<file path="src/rtl/core/wbps_pkg.sv">
// ----------------------------------------------------------------------------
// wbps_pkg: shared types and constants for the wildcard byte pattern scan
// Pattern sizing, configuration register codes and the structs that carry
// configuration and step control from the top level into the window cells.
// ----------------------------------------------------------------------------
package wbps_pkg;

  // Fixed pattern storage: two 64-bit registers hold sixteen bytes
  localparam int unsigned PAT_BYTES  = 16;
  localparam int unsigned PAT_IDX_W  = 4;
  localparam int unsigned BYTE_W     = 8;
  localparam int unsigned LEN_W      = 5;
  localparam int unsigned CFG_DATA_W = 64;
  localparam int unsigned CFG_IDX_W  = 3;
  localparam int unsigned ADDR_W     = 64;
  // Compare width for lengths against cell positions (positions up to 127)
  localparam int unsigned CMP_W      = 7;

  // Defaults for the top-level parameters
  localparam int unsigned DEF_MAX_PATTERN_LENGTH = 16;
  localparam int unsigned DEF_OFFSET_BITS        = 32;

  // Configuration register indexes
  typedef enum logic [CFG_IDX_W-1:0] {
    REG_PATTERN_LOW  = 3'd0,
    REG_PATTERN_HIGH = 3'd1,
    REG_WILDCARD     = 3'd2,
    REG_LENGTH       = 3'd3,
    REG_REGION_BASE  = 3'd4
  } cfg_reg_e;

  typedef logic [PAT_BYTES-1:0][BYTE_W-1:0] pat_t;

  // Pattern setup seen by every cell
  typedef struct packed {
    pat_t                 pattern;
    logic [PAT_BYTES-1:0] wild;
    logic [LEN_W-1:0]     len;
  } cell_cfg_t;

  // Per-word control of the window chain
  typedef struct packed {
    logic shift;
    logic clear;
  } step_t;

endpackage

</file>
<file path="src/rtl/core/wbps_cell.sv">
// ----------------------------------------------------------------------------
// wbps_cell: one window position of the pattern scan
// Holds one byte of the window, passes it to the next cell on every accepted
// word, and checks the byte it is about to take against its pattern byte.
// ----------------------------------------------------------------------------
module wbps_cell #(
  parameter int unsigned IDX = 0
) (
  input  logic                       clk_i,
  input  logic                       rst_ni,
  input  wbps_pkg::step_t            step_i,
  input  wbps_pkg::cell_cfg_t        cfg_i,
  input  logic [wbps_pkg::BYTE_W-1:0] byte_i,
  output logic [wbps_pkg::BYTE_W-1:0] byte_o,
  output logic                       hit_o
);
  import wbps_pkg::*;

  localparam logic [CMP_W-1:0] POS = CMP_W'(IDX);

  logic [CMP_W-1:0]     len_ext;
  logic [CMP_W-1:0]     sel_full;
  logic [PAT_IDX_W-1:0] sel;
  logic                 active;
  logic [BYTE_W-1:0]    byte_d, byte_q;

  // Newest byte sits in cell 0, so this cell faces pattern byte len-1-IDX
  assign len_ext  = CMP_W'(cfg_i.len);
  assign active   = len_ext > POS;
  assign sel_full = len_ext - POS - CMP_W'(1);
  assign sel      = sel_full[PAT_IDX_W-1:0];

  // Cells outside the pattern never veto a match
  assign hit_o = !active || cfg_i.wild[sel] || (byte_i == cfg_i.pattern[sel]);

  // Window byte: shift on each word, clear at region end
  always_comb begin
    byte_d = byte_q;
    if (step_i.clear) begin
      byte_d = '0;
    end else if (step_i.shift) begin
      byte_d = byte_i;
    end
  end

  always_ff @(posedge clk_i or negedge rst_ni) begin
    if (!rst_ni) begin
      byte_q <= '0;
    end else begin
      byte_q <= byte_d;
    end
  end

  assign byte_o = byte_q;

endmodule

</file>
<file path="src/rtl/core/wildcard_byte_pattern_scan.sv">
// A result word appears in the output register in the cycle after the
// input word that causes it is accepted. Throughput: one byte per cycle
// unless stalled; all window cells compare in the same cycle.
// Input stalls only while a result waits and the output side stalls.
// Reset clears the window, byte count, match flag, config and output valid.
// ----------------------------------------------------------------------------
// wildcard_byte_pattern_scan: first-match byte pattern search with wildcards
// A chain of window cells shifts in one byte per word; a match or a not-found
// at region end yields one result word holding found and the match address.
// ----------------------------------------------------------------------------
module wildcard_byte_pattern_scan #(
  parameter int unsigned MAX_PATTERN_LENGTH = wbps_pkg::DEF_MAX_PATTERN_LENGTH,
  parameter int unsigned OFFSET_BITS        = wbps_pkg::DEF_OFFSET_BITS
) (
  input  logic                            clk_i,
  input  logic                            rst_ni,
  // configuration write port
  input  logic                            cfg_we_i,
  input  logic [wbps_pkg::CFG_IDX_W-1:0]  cfg_index_i,
  input  logic [wbps_pkg::CFG_DATA_W-1:0] cfg_data_i,
  // input channel
  input  logic                            in_valid_i,
  output logic                            in_stall_o,
  input  logic [wbps_pkg::BYTE_W-1:0]     data_byte_i,
  input  logic                            last_byte_i,
  // output channel
  output logic                            out_valid_o,
  input  logic                            out_stall_i,
  output logic                            found_o,
  output logic [wbps_pkg::ADDR_W-1:0]     match_address_o
);
  import wbps_pkg::*;

  // Configuration registers
  logic [CFG_DATA_W-1:0] pat_lo_q, pat_hi_q, base_q;
  logic [PAT_BYTES-1:0]  wild_q;
  logic [LEN_W-1:0]      len_q;

  always_ff @(posedge clk_i or negedge rst_ni) begin
    if (!rst_ni) begin
      pat_lo_q <= '0;
      pat_hi_q <= '0;
      base_q   <= '0;
      wild_q   <= '0;
      len_q    <= '0;
    end else if (cfg_we_i) begin
      case (cfg_reg_e'(cfg_index_i))
        REG_PATTERN_LOW:  pat_lo_q <= cfg_data_i;
        REG_PATTERN_HIGH: pat_hi_q <= cfg_data_i;
        REG_WILDCARD:     wild_q   <= cfg_data_i[PAT_BYTES-1:0];
        REG_LENGTH:       len_q    <= cfg_data_i[LEN_W-1:0];
        REG_REGION_BASE:  base_q   <= cfg_data_i;
        default: ;
      endcase
    end
  end

  cell_cfg_t cell_cfg;
  assign cell_cfg.pattern = {pat_hi_q, pat_lo_q};
  assign cell_cfg.wild    = wild_q;
  assign cell_cfg.len     = len_q;

  // Handshake
  logic accept;
  logic out_valid_q;
  assign in_stall_o = out_valid_q && out_stall_i;
  assign accept     = in_valid_i && !in_stall_o;

  step_t step;
  assign step.shift = accept;
  assign step.clear = accept && last_byte_i;

  // Window chain
  logic [MAX_PATTERN_LENGTH-1:0][BYTE_W-1:0] win;
  logic [MAX_PATTERN_LENGTH-1:0]             hits;

  for (genvar j = 0; j < MAX_PATTERN_LENGTH; j++) begin : g_cell
    logic [BYTE_W-1:0] feed;
    if (j == 0) begin : g_head
      assign feed = data_byte_i;
    end else begin : g_link
      assign feed = win[j-1];
    end
    wbps_cell #(.IDX(j)) u_cell (
      .clk_i  (clk_i),
      .rst_ni (rst_ni),
      .step_i (step),
      .cfg_i  (cell_cfg),
      .byte_i (feed),
      .byte_o (win[j]),
      .hit_o  (hits[j])
    );
  end

  // Byte count and match flag
  logic [OFFSET_BITS-1:0] count_d, count_q, count_next, offset;
  logic                   reported_d, reported_q;
  logic                   counted, len_ok, enough, match, result;
  logic [ADDR_W-1:0]      addr;

  assign counted    = ~&count_q;
  assign count_next = count_q + OFFSET_BITS'(1);
  assign len_ok     = (len_q != '0) && (CMP_W'(len_q) <= CMP_W'(PAT_BYTES)) &&
                      (CMP_W'(len_q) <= CMP_W'(MAX_PATTERN_LENGTH));
  assign enough     = count_next >= OFFSET_BITS'(len_q);
  assign match      = !reported_q && counted && len_ok && enough && (&hits);
  assign result     = match || (last_byte_i && !reported_q);
  assign offset     = count_next - OFFSET_BITS'(len_q);
  assign addr       = base_q + ADDR_W'(offset);

  always_comb begin
    count_d    = count_q;
    reported_d = reported_q;
    if (accept) begin
      if (last_byte_i) begin
        count_d    = '0;
        reported_d = 1'b0;
      end else begin
        if (counted) begin
          count_d = count_next;
        end
        reported_d = reported_q || match;
      end
    end
  end

  always_ff @(posedge clk_i or negedge rst_ni) begin
    if (!rst_ni) begin
      count_q    <= '0;
      reported_q <= 1'b0;
    end else begin
      count_q    <= count_d;
      reported_q <= reported_d;
    end
  end

  // Output register
  logic              found_q;
  logic [ADDR_W-1:0] addr_q;

  always_ff @(posedge clk_i or negedge rst_ni) begin
    if (!rst_ni) begin
      out_valid_q <= 1'b0;
    end else if (accept && result) begin
      out_valid_q <= 1'b1;
    end else if (!out_stall_i) begin
      out_valid_q <= 1'b0;
    end
  end

  always_ff @(posedge clk_i) begin
    if (accept && result) begin
      found_q <= match;
      addr_q  <= match ? addr : '0;
    end
  end

  assign out_valid_o     = out_valid_q;
  assign found_o         = found_q;
  assign match_address_o = addr_q;

  // Assertions
  a_result_lands: assert property (@(posedge clk_i) disable iff (!rst_ni)
    accept && result |=> out_valid_o)
    else $error("result word not registered");

  a_notfound_zero: assert property (@(posedge clk_i) disable iff (!rst_ni)
    out_valid_o && !found_o |-> match_address_o == '0)
    else $error("not-found word carries an address");

  a_region_clear: assert property (@(posedge clk_i) disable iff (!rst_ni)
    accept && last_byte_i |=> count_q == '0 && !reported_q)
    else $error("scan state not cleared at region end");

  a_stall_cause: assert property (@(posedge clk_i) disable iff (!rst_ni)
    in_stall_o |-> out_valid_o)
    else $error("input stalled with empty output register");

  a_single_match: assert property (@(posedge clk_i) disable iff (!rst_ni)
    reported_q |-> !match)
    else $error("second match in one region");

endmodule
</file>
<file path="config.mk">
export PLATFORM = sky130hd
export DESIGN_NAME = wildcard_byte_pattern_scan
export DESIGN_NICKNAME = d
export VERILOG_FILES = /design/src/rtl/core/wbps_pkg.sv /design/src/rtl/core/wbps_cell.sv /design/src/rtl/core/wildcard_byte_pattern_scan.sv
export SDC_FILE = /design/constraint.sdc
export NUM_CORES = 1
export LEC_CHECK = 0
export ABC_AREA = 1
export BUFFER_PORTS_ARGS = -buffer_cell sky130_fd_sc_hd__buf_2
export CAP_MARGIN = 30
export CORE_UTILIZATION = 40
export CTS_BUF_LIST = sky130_fd_sc_hd__clkbuf_4 sky130_fd_sc_hd__clkbuf_8
export CTS_CLUSTER_SIZE = 14
export DETAILED_ROUTE_END_ITERATION = 7
export REMOVE_ABC_BUFFERS = 1
export SLEW_MARGIN = 5
export SYNTH_ARGS = -nofsm -noshare
export SYNTH_HDL_FRONTEND = slang
export SYNTH_SLANG_ARGS = --single-unit
</file>
<file path="constraint.sdc">
create_clock -name clk_i -period 14.2 [get_ports clk_i]
set_clock_uncertainty 0.1 [all_clocks]
set_input_delay 4.26 -clock clk_i [delete_from_list [all_inputs] [get_ports clk_i]]
set_output_delay 4.26 -clock clk_i [all_outputs]
set_load 0.02 [all_outputs]
</file>
==> metrics.txt <==
number of vias after detailed routing 32419; cell with the largest stage delay on the worst path buf_2; TritonCTS clock tree yes; gate count of the mapped netlist 4612; total congestion overflow after global routing 0; power density normalized to cell area 185 mW/mm^2; DP Worst Slack 5.20 ns; cells along the critical path buf_2 -> nand2_1 -> inv_1 -> buf_2; Worst R2R Path Depth 28; sequential fraction of the synthesis area 0.362; Detailed Routing Iterations Pass 1 6; num rows 101; LEAKAGE 16.5 nW; chip width 279 um; dominant combinational cell family by area after synthesis simple AND/OR/NAND/NOR gates; syn avg cell area 6.68 sq um; area fraction in compound gates after synthesis 0.0998; root buffer selected by CTS clkbuf_8; minimum period implied by the final worst setup slack 9.00 ns; endpoint class of the critical path output pin; Avg WL per Cell 21.6 um; maximum cell stage delay along the critical path 0.15 ns; post-CTS repair timing setup buffer count 0; outcome finished clean; Core Box Area 0.0761 sq mm; share of synthesized area spent on multiplexers 0; total of cells resized after clock tree synthesis 0; depth of the worst hold-timing path 2; Global Route Usage Sum 0.317; fraction of synthesis flops using an asynchronous set or reset pin 0.850; IO Port Bufs 147; weighted congestion at the end of routability-driven global placement 1.00; initial cell density of the core 0.405; maximum clock frequency 111 MHz; dominant register cell in the synthesized netlist dfrtp_1; maximum number of pins on one net before global-route repair 119; hold path endpoint base_q[6]; area used by sequential logic in the layout 0.0111 sq mm; layout cell share with drive strength beyond 1 0.0889; maximum buffer depth of the clock tree 3; Reg-to-Reg End match_address_o[52]; clock slew seen by the registers of the worst setup and hold paths 0.06 ns; area share of fa/ha/maj cells after synthesis 0.0241; Hold-fix buffers, CTS 0; Worst path most repeated cell buf_2; drt drc 0; Detail Placement HPWL 92900 um; required time worst endpoint 9.84 ns; post-synthesis cell area 0.0308 sq mm; Total Power Consumption 0.00633 W; EDFF count, synth 65; final-layout fill cell count 8108; total number of H-tree levels 3; Post-Synth Simple-Gate Area 0.399; via count normalized by instance count 5.63; number of antenna-violating nets in the routed design 0; number of global-route vias before repair 29784; flop and latch count out of synthesis 432; period utilization 0.634; RSZ-0062 raised after global routing false; area taken by multi-input logic gates 0.0171 sq mm; Final Setup Violations 0; vertical extent of the die 279 um; min setup slack post-route 5.20 ns; Max-Slew Margin vs Limit 0.329; latest clock arrival within the worst-skew pair 0.73 ns; warnings from Yosys 0; maximum VDD drop 0.0751 mV; number of library cell types mapped by synthesis 51; count of final max-slew check failures 0; antenna violations before repair 7; fin util 0.450; transition at the pin with the smallest max-transition slack 1.01 ns; final net count 4801; worst hold path class reg -> reg; Fin. Hold Viols 0; number of DRC violations after detailed-routing iteration 0 3848; area of the die 0.0781 sq mm; cell area after layout 0.0342 sq mm; Area growth, synth to finish 11.0%; wire length of the first global-routing pass 185000 um; start-to-end type of the worst setup path in -> out; origin of the worst min-delay path base_q[6]; CTS Sinks 432; setup total negative slack 0 ns; TritonCTS buffer count 80; xor/xnor share of the synthesized area 0.0310; I/O pin cnt 148; launching element type of the critical path primary input; WP data arrival 4.64 ns; launch point of the worst reg-to-reg path len_q[2]; post-place instance area 0.0323 sq mm; max-capacitance violation count 0; overall routed net length 124000 um; CP Max Fanout 3; R2R Setup Slk 7.28 ns
cell usage in the layout (no fill, tap or decap), types with 8 or more instances in the layout:
cell type,netlist,routed
nor4_1,9,9
nor2_1,221,220
nand2_1,1342,1337
a31oi_1,18,18
a21oi_1,69,69
and2_1,8,8
nor3_1,45,45
or2_2,16,16
inv_2,11,11
nand3_1,1084,1082
o21ai_0,424,424
buf_2,67,146
o31ai_1,10,10
inv_1,409,406
edfxtp_1,65,65
nor2_4,9,9
dfrtp_1,367,364
buf_4,18,39
clkbuf_4,0,21
xor2_1,88,88
nand4_1,29,29
ha_1,56,54
clkbuf_8,0,106
o22ai_1,23,23
per-layer routing:
layer | share of wire | vias up | global-route usage
li1 | - | 15428 | -
met3 | 0.083 | 323 | 0.0542
met5 | 0.000064 | - | 0
met1 | 0.43 | 15200 | 0.434
met4 | 0.058 | 2 | 0.165
met2 | 0.43 | 1466 | 0.479
worst max path at each step:
stage	end	slack, ns	cells after the start	startpoint
6_report	in_stall_o	5.20	4	out_stall_i
3_5_place_dp	in_stall_o	5.20	4	out_stall_i
4_1_cts	in_stall_o	5.20	4	out_stall_i
2_1_floorplan	found_o	2.48	20	len_q[0]
3_3_place_gp	in_stall_o	5.17	4	out_stall_i
5_1_grt	in_stall_o	5.17	4	out_stall_i
cell type report:
cell class              count  share of cell area
well taps                1030              0.0377
flip-flops and latches    432               0.326
clock inverters            18             0.00618
clock buffers             127              0.0473
repair buffers            193              0.0353
diodes                      5            0.000366
inverters                 422              0.0465
multi-input cells        3533               0.501
flip-flops by register name, indices dropped and copies added (netlist names):
| register | flops |
|---|---|
| base_q | 64 |
| match_address_o | 64 |
| found_o | 1 |
| reported_q | 1 |
| out_valid_o | 1 |
| pat_hi_q | 64 |
| g_cell.u_cell.byte_o | 120 |
| len_q | 5 |
| count_q | 32 |
| wild_q | 16 |
| pat_lo_q | 64 |
cells by family after synthesis:
| family | after synthesis |
|---|---|
| adders and majority gates | 58 |
| and+or+nand+nor | 2793 |
| xor gates and xnor gates | 101 |
| DFF | 432 |
| AOI/OAI and AO/OA | 581 |
| buffers and inverters | 647 |
critical path, delay by kind of cell:
| kind | cells | cell delay, ns |
|---|---|---|
| buffers and inverters | 3 | 0.29 |
| AND/OR/NAND/NOR | 1 | 0.09 |
cell usage after synthesis, drive strengths merged, types with 6 or more instances:
library cell / number / area, sq um
or2: 16 / 100
clkbuf: 102 / 383
ha: 56 / 701
o22ai: 23 / 144
nand2: 1346 / 5070
and2: 8 / 50.1
xnor2: 8 / 70.1
a31oi: 18 / 113
a211oi: 7 / 52.6
o31ai: 10 / 75.1
nor2: 236 / 968
nor4: 10 / 68.8
o21bai: 6 / 45.0
edfxtp: 65 / 1950
a21oi: 69 / 345
buf: 123 / 637
nand4: 29 / 181
a21boi: 6 / 45.0
xor2: 93 / 886
dfrtp: 367 / 9180
nor3b: 7 / 87.6
inv: 420 / 1580
nand3: 1087 / 5460
o21ai: 427 / 2140
nor3: 48 / 262
where the power goes:
part           switching [W]  internal [W]  total [W]
registers           0.000167       0.00139    0.00156
logic                0.00242      0.000968    0.00338
clock network       0.000604      0.000784    0.00139
total                0.00319       0.00315    0.00633
through the flow:
stage / hold slack [ns] / cells
after floorplan: 0.353 / 4387
after global placement: 0.368 / 5603
after detailed placement: 0.386 / 5607
after CTS: 0.401 / 5752
after global routing: 0.434 / 5757
final: 0.401 / 5760
(Power assumes the default switching activity.)
